## config.mk

```make
export PLATFORM = sky130hd
export DESIGN_NAME = julian_date_to_calendar_flat
export DESIGN_NICKNAME = d
export VERILOG_FILES = /design/src/design/jdc_pkg.sv /design/src/design/jdc_in_if.sv /design/src/design/jdc_out_if.sv /design/src/design/jdc_date_path.sv /design/src/design/jdc_time_path.sv /design/src/design/julian_date_to_calendar.sv /design/src/flat_wrapper.sv
export SDC_FILE = /design/constraint.sdc
export NUM_CORES = 1
export LEC_CHECK = 0
export ABC_AREA = 1
export BUFFER_PORTS_ARGS = -buffer_cell sky130_fd_sc_hd__buf_2
export CORE_AREA = 5 5 219 221
export CTS_CLUSTER_SIZE = 10
export DETAILED_ROUTE_END_ITERATION = 16
export DIE_AREA = 0 0 224 226
export MAX_ROUTING_LAYER = met4
export PLACE_DENSITY_LB_ADDON = 0.12
export SLEW_MARGIN = 10
export SYNTH_ARGS = -nofsm -noshare
export SYNTH_HDL_FRONTEND = slang
export SYNTH_SLANG_ARGS = --single-unit
```

## constraint.sdc

```tcl
create_clock -name clk -period 9.3 [get_ports clk]
set_input_delay 0.93 -clock clk [delete_from_list [all_inputs] [get_ports clk]]
set_output_delay 0.93 -clock clk [all_outputs]
set_load 0.01 [all_outputs]
```

## src/design/jdc_pkg.sv

```systemverilog
package jdc_pkg;

    // Field widths of the two channels.
    localparam int JD_W       = 54;
    localparam int YEAR_W     = 12;
    localparam int MONTH_W    = 4;
    localparam int DAY_W      = 5;
    localparam int HOUR_W     = 5;
    localparam int MINUTE_W   = 6;
    localparam int SECOND_W   = 22;

    // Number of register stages from request to result.
    localparam int NSTAGE = 4;

    // Epoch 2415019.5 written as a count of half days.
    localparam logic [63:0] EPOCH_HALF_DAYS = 64'd4830039;

    // Whole days since the epoch that fall inside 1901..2099.
    localparam logic [39:0] FIRST_DAY = 40'd366;
    localparam logic [39:0] END_DAY   = 40'd73050;

    // Quarter days divided by 1461: multiply by ceil(2^30 / 1461) and shift by 30.
    // The rounding error stays below 1/1461 for every quarter-day count in range.
    localparam int          QDAY_W           = 19;
    localparam int          RECIP_W          = 20;
    localparam int          PROD_W           = QDAY_W + RECIP_W;
    localparam logic [RECIP_W-1:0] YEAR_RECIP = 20'd734937;
    localparam int          YEAR_RECIP_SHIFT = 30;

    localparam int          WHOLE_W   = 17;
    localparam int          YCOUNT_W  = 8;
    localparam int          DOY_W     = 9;
    localparam logic [YEAR_W-1:0] BASE_YEAR = 12'd1900;
    localparam logic [WHOLE_W-1:0] DAYS_PER_YEAR = 17'd365;

    // Widest seconds value before it is cut to the output field.
    localparam int SEC_WIDE_W = 30;

    localparam int MONTHS = 12;
    localparam int MONTH_IDX_W = 4;

    // Days of the year that come before each month in a common year.
    localparam logic [DOY_W-1:0] MONTH_START [MONTHS] = '{
        9'd0,   9'd31,  9'd59,  9'd90,  9'd120, 9'd151,
        9'd181, 9'd212, 9'd243, 9'd273, 9'd304, 9'd334
    };

    localparam logic [MONTH_IDX_W-1:0] MARCH_IDX = 4'd2;

    typedef struct packed {
        logic [NSTAGE-1:0] en;
    } pipe_ctrl_t;

    function automatic logic [DOY_W-1:0] month_start(
        input logic [MONTH_IDX_W-1:0] idx,
        input logic                   leap
    );
        logic [DOY_W-1:0] s;
        s = MONTH_START[idx];
        if (leap && idx >= MARCH_IDX)
        begin
            s = s + 9'd1;
        end
        return s;
    endfunction

endpackage

```

## src/design/jdc_in_if.sv

```systemverilog
interface jdc_in_if;
    logic                        valid;
    logic                        ready;
    logic [jdc_pkg::JD_W-1:0]    julian_date;

    modport source (output valid, output julian_date, input ready);
    modport sink   (input valid, input julian_date, output ready);
endinterface

```

## src/design/jdc_out_if.sv

```systemverilog
interface jdc_out_if;
    logic                          valid;
    logic                          ready;
    logic [jdc_pkg::YEAR_W-1:0]    year_out;
    logic [jdc_pkg::MONTH_W-1:0]   month_out;
    logic [jdc_pkg::DAY_W-1:0]     day_out;
    logic [jdc_pkg::HOUR_W-1:0]    hour_out;
    logic [jdc_pkg::MINUTE_W-1:0]  minute_out;
    logic [jdc_pkg::SECOND_W-1:0]  second_out;
    logic                          range_error;

    modport source (
        output valid, output year_out, output month_out, output day_out,
        output hour_out, output minute_out, output second_out, output range_error,
        input ready
    );
    modport sink (
        input valid, input year_out, input month_out, input day_out,
        input hour_out, input minute_out, input second_out, input range_error,
        output ready
    );
endinterface

```

## src/design/jdc_date_path.sv

```systemverilog
module jdc_date_path #(
    parameter int DAY_FRACTION_BITS = 32
) (
    input  logic                          clk,
    input  jdc_pkg::pipe_ctrl_t           ctrl,
    input  logic [jdc_pkg::JD_W-1:0]      julian_date,
    output logic                          err_s3,
    output logic [jdc_pkg::YEAR_W-1:0]    year_out,
    output logic [jdc_pkg::MONTH_W-1:0]   month_out,
    output logic [jdc_pkg::DAY_W-1:0]     day_out,
    output logic                          range_error
);

    localparam int DFB = DAY_FRACTION_BITS;
    localparam logic [64:0] EPOCH = {1'b0, jdc_pkg::EPOCH_HALF_DAYS << (DFB - 1)};

    // Stage 1: days since the epoch.
    logic [64:0]                      diff;
    logic [jdc_pkg::JD_W-1:0]         t_reg, t_next;
    logic                             lt_reg, lt_next;

    // Stage 2: range check and the reciprocal product for the year.
    logic [39:0]                      whole_x;
    logic [jdc_pkg::QDAY_W-1:0]       qday;
    logic [jdc_pkg::PROD_W-1:0]       prod_reg, prod_next;
    logic [jdc_pkg::WHOLE_W-1:0]      whole_reg, whole_next;
    logic                             err2_reg, err2_next;

    // Stage 3: year and day of year.
    logic [jdc_pkg::YCOUNT_W-1:0]     y_est, y_m1, y_m2;
    logic [jdc_pkg::WHOLE_W-1:0]      base1, base0, base_sel;
    logic                             step_back;
    logic [jdc_pkg::YCOUNT_W-1:0]     y_reg, y_next;
    logic [jdc_pkg::DOY_W-1:0]        doy_reg, doy_next;
    logic                             err3_reg, err3_next;

    // Stage 4: month search and result fields.
    logic                             leap;
    logic [jdc_pkg::MONTH_IDX_W-1:0]  mon_idx;
    logic [jdc_pkg::DOY_W-1:0]        dom;
    logic [jdc_pkg::YEAR_W-1:0]       year_reg, year_next;
    logic [jdc_pkg::MONTH_W-1:0]      month_reg, month_next;
    logic [jdc_pkg::DAY_W-1:0]        day_reg, day_next;
    logic                             err4_reg;

    always_comb
    begin
        diff    = {11'd0, julian_date} - EPOCH;
        t_next  = diff[jdc_pkg::JD_W-1:0];
        lt_next = diff[64];
    end

    always_comb
    begin
        whole_x    = 40'(t_reg >> DFB);
        err2_next  = lt_reg || (whole_x < jdc_pkg::FIRST_DAY) || (whole_x >= jdc_pkg::END_DAY);
        // Quarter days since the epoch, truncated.
        qday       = {whole_x[jdc_pkg::WHOLE_W-1:0], t_reg[DFB-1 -: 2]};
        prod_next  = {{jdc_pkg::RECIP_W{1'b0}}, qday}
                   * {{jdc_pkg::QDAY_W{1'b0}}, jdc_pkg::YEAR_RECIP};
        whole_next = whole_x[jdc_pkg::WHOLE_W-1:0];
    end

    always_comb
    begin
        y_est  = prod_reg[jdc_pkg::YEAR_RECIP_SHIFT +: jdc_pkg::YCOUNT_W];
        y_m1   = y_est - 8'd1;
        y_m2   = y_est - 8'd2;
        base1  = jdc_pkg::WHOLE_W'(y_est) * jdc_pkg::DAYS_PER_YEAR
               + jdc_pkg::WHOLE_W'(y_m1 >> 2);
        base0  = jdc_pkg::WHOLE_W'(y_m1) * jdc_pkg::DAYS_PER_YEAR
               + jdc_pkg::WHOLE_W'(y_m2 >> 2);
        // A day count at or below the year start belongs to the previous year.
        step_back = (whole_reg <= base1);
        base_sel  = step_back ? base0 : base1;
        y_next    = step_back ? y_m1 : y_est;
        doy_next  = jdc_pkg::DOY_W'(whole_reg - base_sel);
        err3_next = err2_reg;
    end

    always_comb
    begin
        leap    = (y_reg[1:0] == 2'b00);
        mon_idx = '0;
        for (int m = 1; m < jdc_pkg::MONTHS; m++)
        begin
            if (doy_reg > jdc_pkg::month_start(jdc_pkg::MONTH_IDX_W'(m), leap))
            begin
                mon_idx = jdc_pkg::MONTH_IDX_W'(m);
            end
        end
        dom = doy_reg - jdc_pkg::month_start(mon_idx, leap);
        if (err3_reg)
        begin
            year_next  = '0;
            month_next = '0;
            day_next   = '0;
        end
        else
        begin
            year_next  = jdc_pkg::BASE_YEAR + jdc_pkg::YEAR_W'(y_reg);
            month_next = jdc_pkg::MONTH_W'(mon_idx) + 4'd1;
            day_next   = dom[jdc_pkg::DAY_W-1:0];
        end
    end

    always_ff @(posedge clk)
    begin
        if (ctrl.en[0])
        begin
            t_reg  <= t_next;
            lt_reg <= lt_next;
        end
        if (ctrl.en[1])
        begin
            prod_reg  <= prod_next;
            whole_reg <= whole_next;
            err2_reg  <= err2_next;
        end
        if (ctrl.en[2])
        begin
            y_reg    <= y_next;
            doy_reg  <= doy_next;
            err3_reg <= err3_next;
        end
        if (ctrl.en[3])
        begin
            year_reg  <= year_next;
            month_reg <= month_next;
            day_reg   <= day_next;
            err4_reg  <= err3_reg;
        end
    end

    assign err_s3      = err3_reg;
    assign year_out    = year_reg;
    assign month_out   = month_reg;
    assign day_out     = day_reg;
    assign range_error = err4_reg;

endmodule

```

## src/design/jdc_time_path.sv

```systemverilog
module jdc_time_path #(
    parameter int DAY_FRACTION_BITS    = 32,
    parameter int SECOND_FRACTION_BITS = 16
) (
    input  logic                          clk,
    input  jdc_pkg::pipe_ctrl_t           ctrl,
    input  logic [jdc_pkg::JD_W-1:0]      julian_date,
    input  logic                          err_s3,
    output logic [jdc_pkg::HOUR_W-1:0]    hour_out,
    output logic [jdc_pkg::MINUTE_W-1:0]  minute_out,
    output logic [jdc_pkg::SECOND_W-1:0]  second_out
);

    localparam int DFB  = DAY_FRACTION_BITS;
    localparam int SFB  = SECOND_FRACTION_BITS;
    localparam int XW1  = DFB + 5;
    localparam int XW2  = DFB + 6;
    localparam int SW   = SFB + 6;
    localparam int SWW  = jdc_pkg::SEC_WIDE_W;

    // The epoch ends in half a day, so the day fraction since the epoch is the
    // input fraction with its top bit inverted.
    logic [DFB-1:0]                   frac;
    logic [XW1-1:0]                   x1_reg, x1_next;
    logic [DFB-1:0]                   f1, f2;
    logic [XW2-1:0]                   x2_reg, x2_next;
    logic [XW2-1:0]                   x3_reg, x3_next;
    logic [jdc_pkg::HOUR_W-1:0]       hr2_reg, hr3_reg;
    logic [jdc_pkg::MINUTE_W-1:0]     mn3_reg;
    logic [SW-1:0]                    sec_full;
    logic [SWW-1:0]                   sec_wide;
    logic [jdc_pkg::HOUR_W-1:0]       hour_reg, hour_next;
    logic [jdc_pkg::MINUTE_W-1:0]     minute_reg, minute_next;
    logic [jdc_pkg::SECOND_W-1:0]     second_reg, second_next;

    assign frac    = {~julian_date[DFB-1], julian_date[DFB-2:0]};
    assign x1_next = XW1'({frac, 4'b0}) + XW1'({frac, 3'b0});

    assign f1      = x1_reg[DFB-1:0];
    assign x2_next = XW2'({f1, 6'b0}) - XW2'({f1, 2'b0});

    assign f2      = x2_reg[DFB-1:0];
    assign x3_next = XW2'({f2, 6'b0}) - XW2'({f2, 2'b0});

    if (SFB <= DFB)
    begin : g_sec_shr
        assign sec_full = x3_reg[DFB+5 : DFB-SFB];
    end
    else
    begin : g_sec_shl
        assign sec_full = {x3_reg, {(SFB-DFB){1'b0}}};
    end

    assign sec_wide = SWW'(sec_full);

    always_comb
    begin
        if (err_s3)
        begin
            hour_next   = '0;
            minute_next = '0;
            second_next = '0;
        end
        else
        begin
            hour_next   = hr3_reg;
            minute_next = mn3_reg;
            second_next = sec_wide[jdc_pkg::SECOND_W-1:0];
        end
    end

    always_ff @(posedge clk)
    begin
        if (ctrl.en[0])
        begin
            x1_reg <= x1_next;
        end
        if (ctrl.en[1])
        begin
            x2_reg  <= x2_next;
            hr2_reg <= x1_reg[DFB +: jdc_pkg::HOUR_W];
        end
        if (ctrl.en[2])
        begin
            x3_reg  <= x3_next;
            hr3_reg <= hr2_reg;
            mn3_reg <= x2_reg[DFB +: jdc_pkg::MINUTE_W];
        end
        if (ctrl.en[3])
        begin
            hour_reg   <= hour_next;
            minute_reg <= minute_next;
            second_reg <= second_next;
        end
    end

    assign hour_out   = hour_reg;
    assign minute_out = minute_reg;
    assign second_out = second_reg;

endmodule

```

## src/design/julian_date_to_calendar.sv

```systemverilog
// Julian date to calendar date and time of day, universal time.
//
// A request on jd_chan carries one Julian date, unsigned, with
// DAY_FRACTION_BITS fraction bits of a day. For each request one result
// leaves on cal_chan: year, month, day, hour, minute and seconds with
// SECOND_FRACTION_BITS fraction bits. Dates before 1901 or from 2100 on
// give range_error set and all other fields zero.
//
// The block is a four-stage pipeline: epoch subtraction, range check with
// the reciprocal multiply for the year, year correction and day of year,
// then the month search. The time of day runs beside it through three
// constant multiplies. One request is taken every cycle while cal_chan
// does not stall.
//
// Each stage holds its contents while the stage after it is full and
// stalled, so a stall on cal_chan backs up stage by stage and nothing is
// lost or repeated. Reset empties every stage; no result is valid after it.
module julian_date_to_calendar #(
    parameter int DAY_FRACTION_BITS    = 32,
    parameter int SECOND_FRACTION_BITS = 16
) (
    input  logic      clk,
    input  logic      rst_n,
    jdc_in_if.sink    jd_chan,
    jdc_out_if.source cal_chan
);

    localparam int NS = jdc_pkg::NSTAGE;

    logic [NS-1:0]        valid_reg, valid_next;
    logic [NS-1:0]        stage_ready;
    jdc_pkg::pipe_ctrl_t  ctrl;
    logic                 err_s3;

    always_comb
    begin
        stage_ready[NS-1] = !valid_reg[NS-1] || cal_chan.ready;
        for (int k = NS - 2; k >= 0; k--)
        begin
            stage_ready[k] = !valid_reg[k] || stage_ready[k+1];
        end
    end

    always_comb
    begin
        valid_next[0] = stage_ready[0] ? jd_chan.valid : valid_reg[0];
        for (int k = 1; k < NS; k++)
        begin
            valid_next[k] = stage_ready[k] ? valid_reg[k-1] : valid_reg[k];
        end
    end

    always_ff @(posedge clk or negedge rst_n)
    begin
        if (!rst_n)
        begin
            valid_reg <= '0;
        end
        else
        begin
            valid_reg <= valid_next;
        end
    end

    assign ctrl.en        = stage_ready;
    assign jd_chan.ready  = stage_ready[0];
    assign cal_chan.valid = valid_reg[NS-1];

    jdc_date_path #(
        .DAY_FRACTION_BITS (DAY_FRACTION_BITS)
    ) u_date (
        .clk         (clk),
        .ctrl        (ctrl),
        .julian_date (jd_chan.julian_date),
        .err_s3      (err_s3),
        .year_out    (cal_chan.year_out),
        .month_out   (cal_chan.month_out),
        .day_out     (cal_chan.day_out),
        .range_error (cal_chan.range_error)
    );

    jdc_time_path #(
        .DAY_FRACTION_BITS    (DAY_FRACTION_BITS),
        .SECOND_FRACTION_BITS (SECOND_FRACTION_BITS)
    ) u_time (
        .clk         (clk),
        .ctrl        (ctrl),
        .julian_date (jd_chan.julian_date),
        .err_s3      (err_s3),
        .hour_out    (cal_chan.hour_out),
        .minute_out  (cal_chan.minute_out),
        .second_out  (cal_chan.second_out)
    );

endmodule

```

## src/flat_wrapper.sv

```systemverilog
// flat-port wrapper written by rule: the top's interface ports become plain ports
module julian_date_to_calendar_flat 
#(
    parameter int DAY_FRACTION_BITS    = 32,
    parameter int SECOND_FRACTION_BITS = 16
)
  (clk, rst_n, jd_chan_valid, jd_chan_julian_date, jd_chan_ready, cal_chan_valid, cal_chan_year_out, cal_chan_month_out, cal_chan_day_out, cal_chan_hour_out, cal_chan_minute_out, cal_chan_second_out, cal_chan_range_error, cal_chan_ready);
  jdc_in_if jd_chan_i ();
  jdc_out_if cal_chan_i ();
  input  logic clk;
  input  logic rst_n;
  input wire logic [$bits(jd_chan_i.valid)-1:0] jd_chan_valid;
  input wire logic [$bits(jd_chan_i.julian_date)-1:0] jd_chan_julian_date;
  output wire logic [$bits(jd_chan_i.ready)-1:0] jd_chan_ready;
  output wire logic [$bits(cal_chan_i.valid)-1:0] cal_chan_valid;
  output wire logic [$bits(cal_chan_i.year_out)-1:0] cal_chan_year_out;
  output wire logic [$bits(cal_chan_i.month_out)-1:0] cal_chan_month_out;
  output wire logic [$bits(cal_chan_i.day_out)-1:0] cal_chan_day_out;
  output wire logic [$bits(cal_chan_i.hour_out)-1:0] cal_chan_hour_out;
  output wire logic [$bits(cal_chan_i.minute_out)-1:0] cal_chan_minute_out;
  output wire logic [$bits(cal_chan_i.second_out)-1:0] cal_chan_second_out;
  output wire logic [$bits(cal_chan_i.range_error)-1:0] cal_chan_range_error;
  input wire logic [$bits(cal_chan_i.ready)-1:0] cal_chan_ready;
  assign jd_chan_i.valid = jd_chan_valid;
  assign jd_chan_i.julian_date = jd_chan_julian_date;
  assign jd_chan_ready = jd_chan_i.ready;
  assign cal_chan_valid = cal_chan_i.valid;
  assign cal_chan_year_out = cal_chan_i.year_out;
  assign cal_chan_month_out = cal_chan_i.month_out;
  assign cal_chan_day_out = cal_chan_i.day_out;
  assign cal_chan_hour_out = cal_chan_i.hour_out;
  assign cal_chan_minute_out = cal_chan_i.minute_out;
  assign cal_chan_second_out = cal_chan_i.second_out;
  assign cal_chan_range_error = cal_chan_i.range_error;
  assign cal_chan_i.ready = cal_chan_ready;
  julian_date_to_calendar #(.DAY_FRACTION_BITS(DAY_FRACTION_BITS), .SECOND_FRACTION_BITS(SECOND_FRACTION_BITS)) u_core (.clk(clk), .rst_n(rst_n), .jd_chan(jd_chan_i), .cal_chan(cal_chan_i));
endmodule
```

==> run_results.csv <==
group,metric,value,unit
layout,num-fill-cells,4169,
layout,area_delta_synth_final,9.62,%
floorplan,die_y,226,microns
routing,ant_nets,0,
yosys,yosys_warnings,0,
sta,min_period,8.55,ns
global_routing,grt_pass1_wl,89300,microns
placement,placedCellCount,3238,
sta,finalSetupViolations,0,
yosys,synth_edf_count,229,
yosys,yosys_most_used_dff,"edfxtp_1",
sta,fin_crit_sh,91.9,%
layout,stdcell_count,3287,
routing,avgViaCountPerCell,5.20,
worst_setup_path,critPathKind,"reg -> reg",
global_routing,grt_pass1_vias,17378,
sta,grt_setup_unrepaired,"false",
yosys,synth_compound_area_share,9.20,%
sta,max_slew_margin,22.5,%
placement,post-place-ws,0.710,ns
yosys,synth.distinct_cells,56,
sta,worstMarginPinSlew,1.16,ns
clock_network,max-clock-path-buffers,3,
worst_setup_path,cpMaxStageDelayCell,"edfxtp_1",
sta,clock.fmax,117,MHz
global_routing,grt_antenna_before_repair,1,
worst_setup_path,path_buf_inv,10,
worst_setup_path,worst-r2r-setup-slack,0.75,ns
yosys,synth_cells,2523,
clock_network,cts_root_buffer,"clkbuf_16",
sta,clock_skew,0.0156,ns
routing,drt_iter0_drc,874,
clock_network,cts.sinks,233,
global_routing,overflow,0,
yosys,synth_seq_cells,233,
sta,tns,0,ns
yosys,ys_seq_area_share,29.7,%
floorplan,die_w,224,microns
yosys,synth_mux_area_share,0,%
yosys,syn_nets,3113,
yosys,yosys.area_share.simple,11.9,%
worst_setup_path,cp.required,9.62,ns
yosys,yosysMostFrequentCell,"inv_1",
yosys,async_reset_ff_share,1.72,%
routing,dr.pass1.iters,5,
yosys,synth-adder-area-share,33.9,%
yosys,synth_top_area_share,29.3,%
yosys,synth_common_cells,"544 x inv_1, 359 x ha_1, 314 x nand2_1",
clock_network,clock_latency,0.57,ns
floorplan,io_pins,115,
sta,hold_violations,0,
clock_network,postCtsSetupBuffers,0,
placement,place.gp.congestion,0.927,
routing,wl,54400,microns
yosys,synth_top_family_by_area,"adder cells",
sta,fin_ws,0.750,ns
yosys,synthesis.area,0.0235,sq mm
placement,dp.final_hpwl,45800,microns
yosys,synth_area_leaders,"edfxtp_1 29%, ha_1 19%, fa_1 15%",
flow_run,cap_violations,0,
worst_setup_path,critPathLaunchType,"flip-flop",
floorplan,fp.coreArea,0.0460,sq mm
worst_setup_path,critPathTopFamily,"adder cells",
yosys,synth_top_area_cell,"edfxtp_1",
worst_setup_path,endpoint_kind,"flip-flop",
layout,drive_gt1_share,8.17,%
yosys,synthXorXnorAreaFrac,6.15,%
worst_hold_path,worstHoldPathType,"in -> async",
routing,vias,17085,
global_routing,track_usage,22.4,%
worst_setup_path,critPathMaxStageDelay,0.53,ns
worst_setup_path,worstPathMaxFanout,21,
status,status,"finished clean",
worst_setup_path,worstPathArrival,8.87,ns
sta,slew_violations,0,
routing,wl_per_cell,16.5,microns
placement,io_buffers,114,
routing,drt_drc_violations_left,0,
global_routing,grt_max_degree,65,
yosys,syn_avg_cell_area,9.30,sq um
clock_network,numCtsBuffers,30,
layout,nNetsFinal,3253,
clock_network,cts_tree,"yes",
floorplan,die-area,0.0506,sq mm
floorplan,start_util,51.0,%
floorplan,rows,79,
clock_network,cts_max_level,1,
clock_network,hold_buffers,0,
clock_network,clk_pin_slew,0.06,ns
-- cells by family (layout without fill, tap and decap cells) --
kind of cell             after synthesis  in the layout
AO/OA/AOI/OAI                        368            368
XOR/XNOR                             163            163
adder cells (fa/ha/maj)              532            532
buffers and inverters                566            722
flip-flops                           233            233
other                                  0              1
AND/OR/NAND/NOR                      661            661
-- area by class of cell --
type / count / area [sq um] / share of cell area, %
multi-input cells: 1724 / 14400 / 55.8
flip-flops and latches: 233 / 6980 / 27.1
clock inverters: 9 / 123 / 0.477
repair buffers: 119 / 608 / 2.37
diodes: 1 / 2.50 / 0.00973
inverters: 555 / 2080 / 8.10
clock buffers: 39 / 805 / 3.13
well taps: 607 / 759 / 2.95
-- path summary, 6_finish.rpt --
check,startpoint,end,cells past startpoint
worst max-delay path,u_core.u_date.prod_reg[31],u_core.u_date.doy_reg[8],47
worst min-delay path,rst_n,u_core.valid_reg[2],1
worst max register to register,u_core.u_date.prod_reg[31],u_core.u_date.doy_reg[8],47
worst min register to register,u_core.u_time.hr2_reg[1],u_core.u_time.hr3_reg[1],0
max in group asynchronous,rst_n,u_core.valid_reg[1],1
min in group clk,u_core.u_time.hr2_reg[1],u_core.u_time.hr3_reg[1],0
-- through the flow --
stage          instance area [sq um]  hold slack (ns)  utilization, %
6_report                       25700            0.162            55.9
5_1_grt                        25700            0.134            55.9
4_1_cts                        25700            0.131            55.9
3_5_place_dp                   24800            0.405            53.9
3_3_place_gp                   24800            0.401            53.9
2_1_floorplan                  23500            0.400               -
-- cells in the final DEF, fill, tap and decap left out, types with 20 or more instances in the layout --
cell type / netlist / layout
fa_1: 173 / 173
a21oi_1: 171 / 171
nand4_1: 20 / 20
nor2_1: 189 / 189
buf_2: 3 / 114
nand2_1: 314 / 313
xnor2_1: 45 / 45
ha_1: 359 / 359
nor3_1: 27 / 27
inv_1: 544 / 541
nand3_1: 74 / 74
o21ai_0: 87 / 86
clkbuf_16: 0 / 30
edfxtp_1: 229 / 229
xor2_1: 116 / 116
-- layer usage --
layer	track usage (%)	vias up	wire length [microns]
met5	-	-	0
met4	5.77	0	1360
met3	2.79	81	2500
met2	34.3	350	23800
met1	32.1	8112	26700
li1	-	8542	-
-- what timing repair did --
| item | 4_1_cts | 5_1_grt |
|---|---|---|
| resized for setup | 0 | 1 |
| endpoints found under the setup margin | 0 | 1 |
| endpoints found under the hold margin | 0 | 0 |
Power is not shown: default switching activity piles up to over one toggle a cycle in this logic, so the estimate is an artifact.
